File: src/hdl/pdll_pkg.sv
// ----------------------------------------------------------------------------
// pdll_pkg
// Field widths, operation and status codes of the positional linked list.
// ----------------------------------------------------------------------------
package pdll_pkg;

    localparam int POS_W     = 7;
    localparam int ELEM_W    = 8;
    localparam int STATUS_W  = 2;
    localparam int COUNT_W   = 7;

    localparam int S_TDATA_W = 16;
    localparam int M_TDATA_W = 24;

    localparam logic FUNC_INSERT = 1'b0;
    localparam logic FUNC_DELETE = 1'b1;

    localparam logic [STATUS_W-1:0] STATUS_OK      = 2'd0;
    localparam logic [STATUS_W-1:0] STATUS_BAD_POS = 2'd1;
    localparam logic [STATUS_W-1:0] STATUS_FULL    = 2'd2;

    localparam logic [ELEM_W-1:0] ELEM_NONE = 8'h00;
    localparam logic [ELEM_W-1:0] ELEM_FAIL = 8'hFF;

endpackage

File: src/hdl/pdll_ram.sv
// ----------------------------------------------------------------------------
// pdll_ram
// Simple dual-port RAM: one write port, one read port with registered data.
// ----------------------------------------------------------------------------
module pdll_ram #(
    parameter int WIDTH = 8,
    parameter int DEPTH = 64
) (
    input  logic                     aclk,
    input  logic                     we,
    input  logic [$clog2(DEPTH)-1:0] waddr,
    input  logic [WIDTH-1:0]         wdata,
    input  logic [$clog2(DEPTH)-1:0] raddr,
    output logic [WIDTH-1:0]         rdata
);

    logic [WIDTH-1:0] mem [DEPTH];

    always_ff @(posedge aclk) begin
        if (we) begin
            mem[waddr] <= wdata;
        end
        rdata <= mem[raddr];
    end

endmodule

File: src/hdl/positional_doubly_linked_list_unit.sv
// ----------------------------------------------------------------------------
// positional_doubly_linked_list_unit
// Bounded ordered list of bytes in a linked node store with a free stack.
// Accepts one word at a time and returns one result word for each; the link
// walk reads one forward link per cycle from the node RAM. Errors skip the
// walk and are reported from the done state. After reset a sweep over every
// node chains the free stack; s_tready stays low meanwhile.
// ----------------------------------------------------------------------------
module positional_doubly_linked_list_unit #(
    parameter int CAPACITY = 64
) (
    input  logic                           aclk,
    input  logic                           aresetn,
    input  logic                           s_tvalid,
    output logic                           s_tready,
    input  logic [pdll_pkg::S_TDATA_W-1:0] s_tdata,  // position[6:0], elem_in[14:7]
    input  logic [0:0]                     s_tuser,  // func[0]
    output logic                           m_tvalid,
    input  logic                           m_tready,
    output logic [pdll_pkg::M_TDATA_W-1:0] m_tdata   // elem_out[7:0], status[9:8], count[16:10]
);

    import pdll_pkg::*;

    localparam int AW   = $clog2(CAPACITY);
    localparam int LW   = $clog2(CAPACITY + 1);
    localparam int CMPW = (LW + 1 > POS_W + 1) ? LW + 1 : POS_W + 1;
    localparam logic [LW-1:0] NIL = LW'(CAPACITY);

    typedef enum logic [2:0] {
        ST_CLEAR,
        ST_IDLE,
        ST_WALK,
        ST_FETCH,
        ST_UPD1,
        ST_UPD2,
        ST_DONE
    } state_t;

    state_t              state_reg;
    logic [AW-1:0]       clr_idx_reg;
    logic [LW-1:0]       front_reg;
    logic [LW-1:0]       back_reg;
    logic [LW-1:0]       free_top_reg;
    logic [LW-1:0]       free_next_reg;
    logic [LW-1:0]       count_reg;
    logic [LW-1:0]       cur_reg;
    logic [LW-1:0]       prev_reg;
    logic                pend_reg;
    logic [POS_W-1:0]    rem_reg;
    logic                func_reg;
    logic [ELEM_W-1:0]   elem_reg;
    logic [ELEM_W-1:0]   res_elem_reg;
    logic [STATUS_W-1:0] res_status_reg;
    logic                m_tvalid_reg;
    logic [M_TDATA_W-1:0] m_tdata_reg;

    logic              in_func;
    logic [POS_W-1:0]  in_pos;
    logic [ELEM_W-1:0] in_elem;
    logic [CMPW-1:0]   pos_ext;
    logic [CMPW-1:0]   count_ext;
    logic              ins_bad;
    logic              del_bad;
    logic              is_full;

    logic [LW-1:0]     cur_now;
    logic [AW-1:0]     rd_addr;

    logic              val_we;
    logic [AW-1:0]     val_waddr;
    logic [ELEM_W-1:0] val_rdata;
    logic              fwd_we;
    logic [AW-1:0]     fwd_waddr;
    logic [LW-1:0]     fwd_wdata;
    logic [LW-1:0]     fwd_rdata;
    logic              bck_we;
    logic [AW-1:0]     bck_waddr;
    logic [LW-1:0]     bck_wdata;
    logic [LW-1:0]     bck_rdata;

    assign in_func   = s_tuser[0];
    assign in_pos    = s_tdata[POS_W-1:0];
    assign in_elem   = s_tdata[POS_W+ELEM_W-1:POS_W];
    assign pos_ext   = CMPW'(in_pos);
    assign count_ext = CMPW'(count_reg);
    assign ins_bad   = (in_pos == '0) || (pos_ext > count_ext + CMPW'(1));
    assign del_bad   = (in_pos == '0) || (pos_ext > count_ext);
    assign is_full   = (count_ext >= CMPW'(CAPACITY)) || (free_top_reg == NIL);

    assign cur_now = pend_reg ? fwd_rdata : cur_reg;

    assign s_tready = (state_reg == ST_IDLE);
    assign m_tvalid = m_tvalid_reg;
    assign m_tdata  = m_tdata_reg;

    always_comb begin
        rd_addr   = AW'(cur_reg);
        val_we    = 1'b0;
        val_waddr = AW'(free_top_reg);
        fwd_we    = 1'b0;
        fwd_waddr = AW'(cur_reg);
        fwd_wdata = cur_reg;
        bck_we    = 1'b0;
        bck_waddr = AW'(cur_reg);
        bck_wdata = prev_reg;
        case (state_reg)
            ST_CLEAR: begin
                fwd_we    = 1'b1;
                fwd_waddr = clr_idx_reg;
                fwd_wdata = LW'(clr_idx_reg) + LW'(1);
            end
            ST_WALK: begin
                rd_addr = AW'(cur_now);
            end
            ST_FETCH: begin
                rd_addr = (func_reg == FUNC_INSERT) ? AW'(free_top_reg) : AW'(cur_reg);
            end
            ST_UPD1: begin
                fwd_we = 1'b1;
                bck_we = 1'b1;
                if (func_reg == FUNC_INSERT) begin
                    val_we    = 1'b1;
                    fwd_waddr = AW'(free_top_reg);
                    fwd_wdata = cur_reg;
                    bck_waddr = AW'(free_top_reg);
                    bck_wdata = prev_reg;
                end else begin
                    fwd_waddr = AW'(cur_reg);
                    fwd_wdata = free_top_reg;
                    bck_waddr = AW'(cur_reg);
                    bck_wdata = NIL;
                end
            end
            ST_UPD2: begin
                fwd_we    = (prev_reg != NIL);
                fwd_waddr = AW'(prev_reg);
                fwd_wdata = (func_reg == FUNC_INSERT) ? free_top_reg : cur_reg;
                bck_we    = (cur_reg != NIL);
                bck_waddr = AW'(cur_reg);
                bck_wdata = (func_reg == FUNC_INSERT) ? free_top_reg : prev_reg;
            end
            default: begin
            end
        endcase
    end

    pdll_ram #(.WIDTH(ELEM_W), .DEPTH(CAPACITY)) u_value_ram (
        .aclk  (aclk),
        .we    (val_we),
        .waddr (val_waddr),
        .wdata (elem_reg),
        .raddr (rd_addr),
        .rdata (val_rdata)
    );

    pdll_ram #(.WIDTH(LW), .DEPTH(CAPACITY)) u_fwd_ram (
        .aclk  (aclk),
        .we    (fwd_we),
        .waddr (fwd_waddr),
        .wdata (fwd_wdata),
        .raddr (rd_addr),
        .rdata (fwd_rdata)
    );

    pdll_ram #(.WIDTH(LW), .DEPTH(CAPACITY)) u_back_ram (
        .aclk  (aclk),
        .we    (bck_we),
        .waddr (bck_waddr),
        .wdata (bck_wdata),
        .raddr (rd_addr),
        .rdata (bck_rdata)
    );

    always_ff @(posedge aclk) begin
        if (!aresetn) begin
            state_reg    <= ST_CLEAR;
            clr_idx_reg  <= '0;
            front_reg    <= NIL;
            back_reg     <= NIL;
            free_top_reg <= '0;
            count_reg    <= '0;
            pend_reg     <= 1'b0;
            m_tvalid_reg <= 1'b0;
        end else begin
            if (m_tvalid_reg && m_tready && (state_reg != ST_DONE)) begin
                m_tvalid_reg <= 1'b0;
            end
            case (state_reg)
                ST_CLEAR: begin
                    clr_idx_reg <= clr_idx_reg + AW'(1);
                    if (clr_idx_reg == AW'(CAPACITY - 1)) begin
                        state_reg <= ST_IDLE;
                    end
                end
                ST_IDLE: begin
                    if (s_tvalid) begin
                        func_reg <= in_func;
                        elem_reg <= in_elem;
                        cur_reg  <= front_reg;
                        prev_reg <= NIL;
                        pend_reg <= 1'b0;
                        rem_reg  <= in_pos - POS_W'(1);
                        if ((in_func == FUNC_INSERT) && ins_bad) begin
                            res_status_reg <= STATUS_BAD_POS;
                            res_elem_reg   <= ELEM_NONE;
                            state_reg      <= ST_DONE;
                        end else if ((in_func == FUNC_INSERT) && is_full) begin
                            res_status_reg <= STATUS_FULL;
                            res_elem_reg   <= ELEM_NONE;
                            state_reg      <= ST_DONE;
                        end else if ((in_func == FUNC_DELETE) && del_bad) begin
                            res_status_reg <= STATUS_BAD_POS;
                            res_elem_reg   <= ELEM_FAIL;
                            state_reg      <= ST_DONE;
                        end else begin
                            res_status_reg <= STATUS_OK;
                            res_elem_reg   <= ELEM_NONE;
                            state_reg      <= ST_WALK;
                        end
                    end
                end
                ST_WALK: begin
                    if (rem_reg == '0) begin
                        cur_reg   <= cur_now;
                        pend_reg  <= 1'b0;
                        state_reg <= ST_FETCH;
                    end else begin
                        prev_reg <= cur_now;
                        pend_reg <= 1'b1;
                        rem_reg  <= rem_reg - POS_W'(1);
                    end
                end
                ST_FETCH: begin
                    state_reg <= ST_UPD1;
                end
                ST_UPD1: begin
                    if (func_reg == FUNC_INSERT) begin
                        free_next_reg <= fwd_rdata;
                    end else begin
                        free_top_reg <= cur_reg;
                        cur_reg      <= fwd_rdata;
                        prev_reg     <= bck_rdata;
                        res_elem_reg <= val_rdata;
                    end
                    state_reg <= ST_UPD2;
                end
                ST_UPD2: begin
                    if (func_reg == FUNC_INSERT) begin
                        if (prev_reg == NIL) begin
                            front_reg <= free_top_reg;
                        end
                        if (cur_reg == NIL) begin
                            back_reg <= free_top_reg;
                        end
                        free_top_reg <= free_next_reg;
                        count_reg    <= count_reg + LW'(1);
                    end else begin
                        if (prev_reg == NIL) begin
                            front_reg <= cur_reg;
                        end
                        if (cur_reg == NIL) begin
                            back_reg <= prev_reg;
                        end
                        count_reg <= count_reg - LW'(1);
                    end
                    state_reg <= ST_DONE;
                end
                ST_DONE: begin
                    if (!m_tvalid_reg || m_tready) begin
                        m_tvalid_reg <= 1'b1;
                        m_tdata_reg  <= M_TDATA_W'({COUNT_W'(count_reg), res_status_reg,
                                                    res_elem_reg});
                        state_reg    <= ST_IDLE;
                    end
                end
                default: begin
                    state_reg <= ST_IDLE;
                end
            endcase
        end
    end

endmodule

File: config.mk
export PLATFORM = sky130hd
export DESIGN_NAME = positional_doubly_linked_list_unit
export DESIGN_NICKNAME = d
export VERILOG_FILES = /design/src/hdl/pdll_pkg.sv /design/src/hdl/pdll_ram.sv /design/src/hdl/positional_doubly_linked_list_unit.sv
export SDC_FILE = /design/constraint.sdc
export NUM_CORES = 2
export LEC_CHECK = 0
export BUFFER_PORTS_ARGS = -buffer_cell sky130_fd_sc_hd__clkbuf_2
export CORE_MARGIN = 3
export CORE_UTILIZATION = 57
export DETAILED_ROUTE_END_ITERATION = 10
export PLACE_DENSITY = 0.73
export RECOVER_POWER = 100
export SLEW_MARGIN = 30
export SYNTH_ARGS = -nofsm -noshare
export SYNTH_HDL_FRONTEND = slang
export SYNTH_SLANG_ARGS = --single-unit
File: constraint.sdc
create_clock -name aclk -period 5.4 [get_ports aclk]
set_input_delay 0.27 -clock aclk [delete_from_list [all_inputs] [get_ports aclk]]
set_output_delay 0.27 -clock aclk [all_outputs]
set_load 0.01 [all_outputs]
# Word-level counts from Yosys, hierarchy flattened
# Memories as Yosys holds them, arrays and structs flattened. A register that Yosys moved wholly into a read port is not among the register bits.
# Cells that the tools add are included.
word_totals:
  ram_bits: 1408
  memories: 3
  input_bits: 21
  reg_bits: 96
classes:
  bitwise: 2
  order_cmp: 3
  reduce_logical: 29
  eq_ne: 19
  muxes: 60
  add_sub_neg: 7
mem_list:
  columns: ["name", "words", "word_bits", "read_ports", "rd_ports_with_merged_regs", "wr", "line_no", "source"]
  rows:
  - ["u_value_ram.mem", 64, 8, 1, 1, 1, "pdll_ram.sv:17", "logic [WIDTH-1:0] mem [DEPTH];"]
  - ["u_back_ram.mem", 64, 7, 1, 1, 1, "pdll_ram.sv:17", null]
  - ["u_fwd_ram.mem", 64, 7, 1, 1, 1, "pdll_ram.sv:17", null]
op_table:
  columns: ["operator", "n"]
  rows:
  - ["7-bit 2-to-1 mux", 18]
  - ["7-bit case mux with 3 select lines", 3]
  - ["7-bit case mux with 2 select lines", 3]
  - ["8-bit 2-to-1 mux", 5]
  - ["3-bit 2-to-1 mux", 7]
  - ["3-bit case mux with 7 select lines", 1]
  - ["7-bit by 1-bit subtractor with 7-bit output (second input constant)", 3]
  - ["6-bit case mux with 3 select lines", 1]
  - ["8-bit case mux with 2 select lines", 1]
  - ["7-bit equality test (second input constant)", 2]
  - ["7-bit logical NOT", 2]
  - ["1-bit 2-to-1 mux", 14]
  - ["2-bit != test (second input constant)", 7]
  - ["7-bit != test (second input constant)", 2]
  - ["6-bit 2-to-1 mux", 2]
  - ["6-bit case mux with 2 select lines", 1]
  - ["4-bit AND reduction", 3]
  - ["5-bit AND reduction", 2]
  - ["3-bit equality test (second input constant)", 3]
  - ["3-bit AND reduction", 3]
  - ["7-bit by 1-bit adder with 8-bit output (second input constant)", 1]
  - ["7-bit by 8-bit greater-than comparator with 1-bit output", 1]
  - ["6-bit by 1-bit adder with 7-bit output (second input constant)", 1]
  - ["7-bit by 1-bit adder with 7-bit output (second input constant)", 1]
  - ["other kinds (18)", 33]

# Depth between registers and ports, before layout
logic_depth:
  depth_word: 8
  ltp_mapped: 14
  depth_no_buf: 11

# Hierarchy
# Synthesis repeated with hierarchy kept, for this count alone.
hier_totals:
  hier_cells: 3213
  area_unflattened_um2: 61252.5
by_module_without_submodules:
  columns: ["mod", "seq_area_each_um2", "instances", "cells_each", "area_each_um2"]
  rows:
  - ["pdll_ram (u_value_ram)", 15534.9, 1, 940, 20166.8]
  - ["pdll_ram (u_fwd_ram)", 13593.0, 1, 827, 17635.7]
  - ["pdll_ram (u_back_ram)", 13593.0, 1, 827, 17634.4]
  - ["positional_doubly_linked_list_unit", 2562.5, 1, 619, 5815.6]

# Worst setup path after synthesis
# Ideal clock, no wire load.
synth_path:
  path_type: "flip-flop to flip-flop"
  startpoint: "register state_reg[0]"
  endpoint: "memory u_fwd_ram.mem[0][4] (netlist bit), data pin"
  setup_time_ps: 719
  synth_period_minus_slack_ps: 5124
  path_slack_ps: 276
  path_stages_with_launch: 9
  t_arrival_ps: 4405
  cell_sequence: "dfxtp_1 -> clkbuf_1 -> clkbuf_1 -> buf_1 -> clkbuf_1 -> a21oi_1 -> a31oi_1 -> nor2_1 -> o31ai_1"
synth_between:
  elab_chain_cells: 2
  elab_cells_between_ends: 4
  cone_classes: "eq/ne (2); mux (1); reduce/logical (1)"
synth_rtl:
  columns: ["item", "line_no", "source"]
  rows:
  - ["start, declared", "positional_doubly_linked_list_unit.sv:40", "state_t state_reg;"]
  - ["start signal, assigned", "positional_doubly_linked_list_unit.sv:177", "state_reg <= ST_CLEAR;"]
  - ["start signal, assigned", "positional_doubly_linked_list_unit.sv:193", "state_reg <= ST_IDLE;"]
  - ["start signal, assigned", "positional_doubly_linked_list_unit.sv:207", "state_reg <= ST_DONE;"]
  - ["3-bit equality test or 3-bit logical NOT (tied branches)", "positional_doubly_linked_list_unit.sv:107", "case (state_reg)"]
  - ["7-bit case mux with 3 select lines (*)", "positional_doubly_linked_list_unit.sv:107", null]
  - ["via fwd_wdata[4]", "positional_doubly_linked_list_unit.sv:75", "logic [LW-1:0] fwd_wdata;"]
  - ["end, declared", "pdll_ram.sv:17", null]
# The timed path passes the listed nets; every way through them passes the cells marked *.

# Worst setup path in the final report
layout_path:
  startpoint: "register func_reg"
  endpoint: "register u_fwd_ram.rdata[6] (read register of u_fwd_ram.mem)"
layout_between:
  elab_chain_cells: 2
layout_rtl:
  columns: ["item", "line_no", "source"]
  rows:
  - ["start, declared", "positional_doubly_linked_list_unit.sv:51", "logic func_reg;"]
  - ["start signal, assigned", "positional_doubly_linked_list_unit.sv:198", "func_reg <= in_func;"]
  - ["6-bit 2-to-1 mux", "positional_doubly_linked_list_unit.sv:117", "rd_addr = (func_reg == FUNC_INSERT) ? AW'(free_top_reg) : AW'(cur_reg);"]
  - ["6-bit case mux with 2 select lines", "positional_doubly_linked_list_unit.sv:107", null]
  - ["end, declared", "pdll_ram.sv:14", "output logic [WIDTH-1:0] rdata"]
# Every way passes these cells.
# A chain may end at the register's enable or synchronous reset.

==> results.tsv <==
metric	value	unit
status	complete, but fails checks	
violations	max-capacitance violations, max-slew violations	
clkLatencyLatePin	0.79	ns
top_register	u_value_ram.mem	
root_buffer	clkbuf_16	
critPathCapture	u_fwd_ram.rdata[6]$_DFF_P_	
timing.rr.end	u_fwd_ram.rdata[6]$_DFF_P_	
cp.required	6.04	ns
drt-initial-drc-count	6168	
ir_worst_vdd	0.280	mV
grt_max_degree	197	
cts_tree	built	
drtPass1Iterations	7	
cp_num_cells	9	
drv_slew	692	
die_y	339	µm
cp.arrival	5.64	ns
ys_seq_elements	1526	
critPathLaunchType	register	
synth_area_per_cell	13.3	µm²
routedWlPerCell	26.9	µm
area_growth	11.1	%
cts_made_buffers	152	
async_reset_ff_share	0	%
tightest_slew	3.57	ns
period_share	92.7	%
grt_first_pass_wirelength	254	mm
layout_common_cells	edfxtp_1, a21oi_1, nand3_1	
htree_levels	4	
netlist_instances	4764	
end_kind	register	
synth_top_cell_area_share	69.7	%
largest_reg_flops	512	
rows	121	
path_buf_inv	2	
cts_setup_buffers	0	
ys_seq_area_share	71.5	%
routed_via_density	6.70	
design.die.area	0.115	mm²
crit_path_start	func_reg$_DFFE_PP_	
grtUsageTotal	29.0	%
io_buffers	38	
max_freq	200	MHz
hold_viol_final	0	
powerDensity	332	mW/mm²
cap_violations	15	
max-clock-path-buffers	3	
ys_warn_count	0	
vias	42500	
antenna_cells	0	
cp_max_fo	42	
ctsHoldBuffers	15	
clkSinkCount	1526	
setup_viol	0	
cp_slowest_cell	a2111oi_0	
critPathKind	reg -> reg	
slew_headroom	-138	%
place_congestion	0.928	
yosysTopAreaCell	edfxtp_1	
io_pins	47	
min_path_type	in -> reg	
drive_above_1_share	10.8	%
static-leakage-power	21.7	nW
core	0.110	mm²
top_regs	u_value_ram.mem x512, u_back_ram.mem x448, u_fwd_ram.mem x448	
rsz0062_at_grt	no	
synth_area_leaders	edfxtp_1, a21oi_1, nand3_1	
antenna_found_initial	3	
routed_wirelength	171	mm
setup_tns	0	ns
synthFlopType	edfxtp_1	
max_stage_delay	0.95	ns
drc	0	
start_util	57.8	%
synthesis.area	0.0634	mm²
cts_resized	0	
cp_top_family	compound AO/OA/AOI/OAI gates	
dp_hpwl	99.0	mm
ys_types	70	
final_common_cell	edfxtp_1	
crit_path_cell_trace	clkbuf_1 -> and2_0 -> o21a_4 -> nor2_4 -> clkbuf_4 -> mux2_2 -> a2111oi_0 -> o22ai_1 -> or4_1	
r2r_cells	9	
reg2reg_slack	0.40	ns
synth_enable_flop_cells	1472	
grt_overflow	0	
nets	4779	
ant_nets	0	
totalPowerFinal	23.4	mW
crit-reg2reg-launch	func_reg$_DFFE_PP_	
die_w	339	µm
clock_skew	0.0452	ns
cts.clk_slew.worst_paths	0.07	ns
grt_pass1_vias	40700	
fin_crit	5.00	ns
-- cell usage after synthesis (36+ instances only) --
cell,count
a2111oi_0,176
a21oi_1,593
clkbuf_1,332
dfxtp_1,54
edfxtp_1,1472
inv_1,36
mux2_2,148
nand2_1,114
nand3_1,558
nor2_1,254
o21ai_0,550
o22ai_1,91
-- tightest hold or removal path: stages --
cell      delay (ns)
clkbuf_2        0.16
mux2i_1         0.12
xor2_1          0.16
-- layout make-up --
type / count / area [µm²]
sequential: 1526 / 45300
fill: 7912 / 39200
multi-input combinational: 2805 / 16500
clock buffer: 203 / 4160
tap: 1476 / 1850
timing repair buffer: 212 / 1770
clock inverter: 76 / 733
inverter: 37 / 141
-- per-layer routing --
layer	vias up	wire length (µm)	global-route usage [%]
met5	-	13	0
met4	2	7880	12.9
met3	435	19400	7.20
met2	2641	79200	44.7
met1	20900	64200	39.3
li1	18500	-	-
-- kinds of logic (layout without fill, tap and decap cells) --
kind of cell | after synthesis | after routing | share of synthesized area, %
AO/OA/AOI/OAI | 1513 | 1513 | 13.6
adder cells (fa/ha/maj) | 24 | 24 | 0.486
other | 1 | 7 | 0.00592
AND/OR/NAND/NOR | 1038 | 1038 | 7.75
flip-flops | 1526 | 1526 | 71.5
XOR/XNOR | 21 | 21 | 0.290
buffers and inverters | 439 | 528 | 2.82
multiplexers | 202 | 202 | 3.55
-- how the worst min path moves through the flow --
stage | depth (start not counted) | from | to | slack (ns)
after detailed placement | 0 | res_elem_reg[7]$_DFFE_PP_ | m_tdata[7]$_DFFE_PP_ | 0.42
after floorplan | 1 | aresetn | front_reg[6]$_SDFFE_PN1P_ | 0.36
after global routing | 3 | s_tdata[2] | rem_reg[2]$_DFFE_PP_ | 0.06
final | 3 | s_tdata[3] | rem_reg[3]$_DFFE_PP_ | 0.05
after CTS | 3 | s_tdata[3] | rem_reg[3]$_DFFE_PP_ | 0.01
after global placement | 0 | res_elem_reg[7]$_DFFE_PP_ | m_tdata[7]$_DFFE_PP_ | 0.41
-- per-stage QoR --
step	hold slack, ns	utilization [%]	worst slack, ns	instances	instance area (µm²)
2_1_floorplan	0.359	-	0.276	4770	63400
3_3_place_gp	0.410	59.8	1.03	6035	65600
3_5_place_dp	0.420	59.9	1.04	6038	65700
4_1_cts	0.0112	64.5	1.01	6332	70700
5_1_grt	0.0578	64.3	0.433	6335	70400
6_report	0.0500	64.3	0.396	6335	70400
-- where the power goes --
| group | total (mW) | internal, mW | leakage (nW) | switching, mW |
|---|---|---|---|---|
| Clock | 10.3 | 5.86 | 2.38 | 4.47 |
| Sequential | 12.9 | 12.9 | 13.7 | 0.00828 |
| Combinational | 0.202 | 0.0476 | 5.58 | 0.155 |
| Total | 23.4 | 18.8 | 21.7 | 4.63 |
Power figures use the tool's default switching activity.
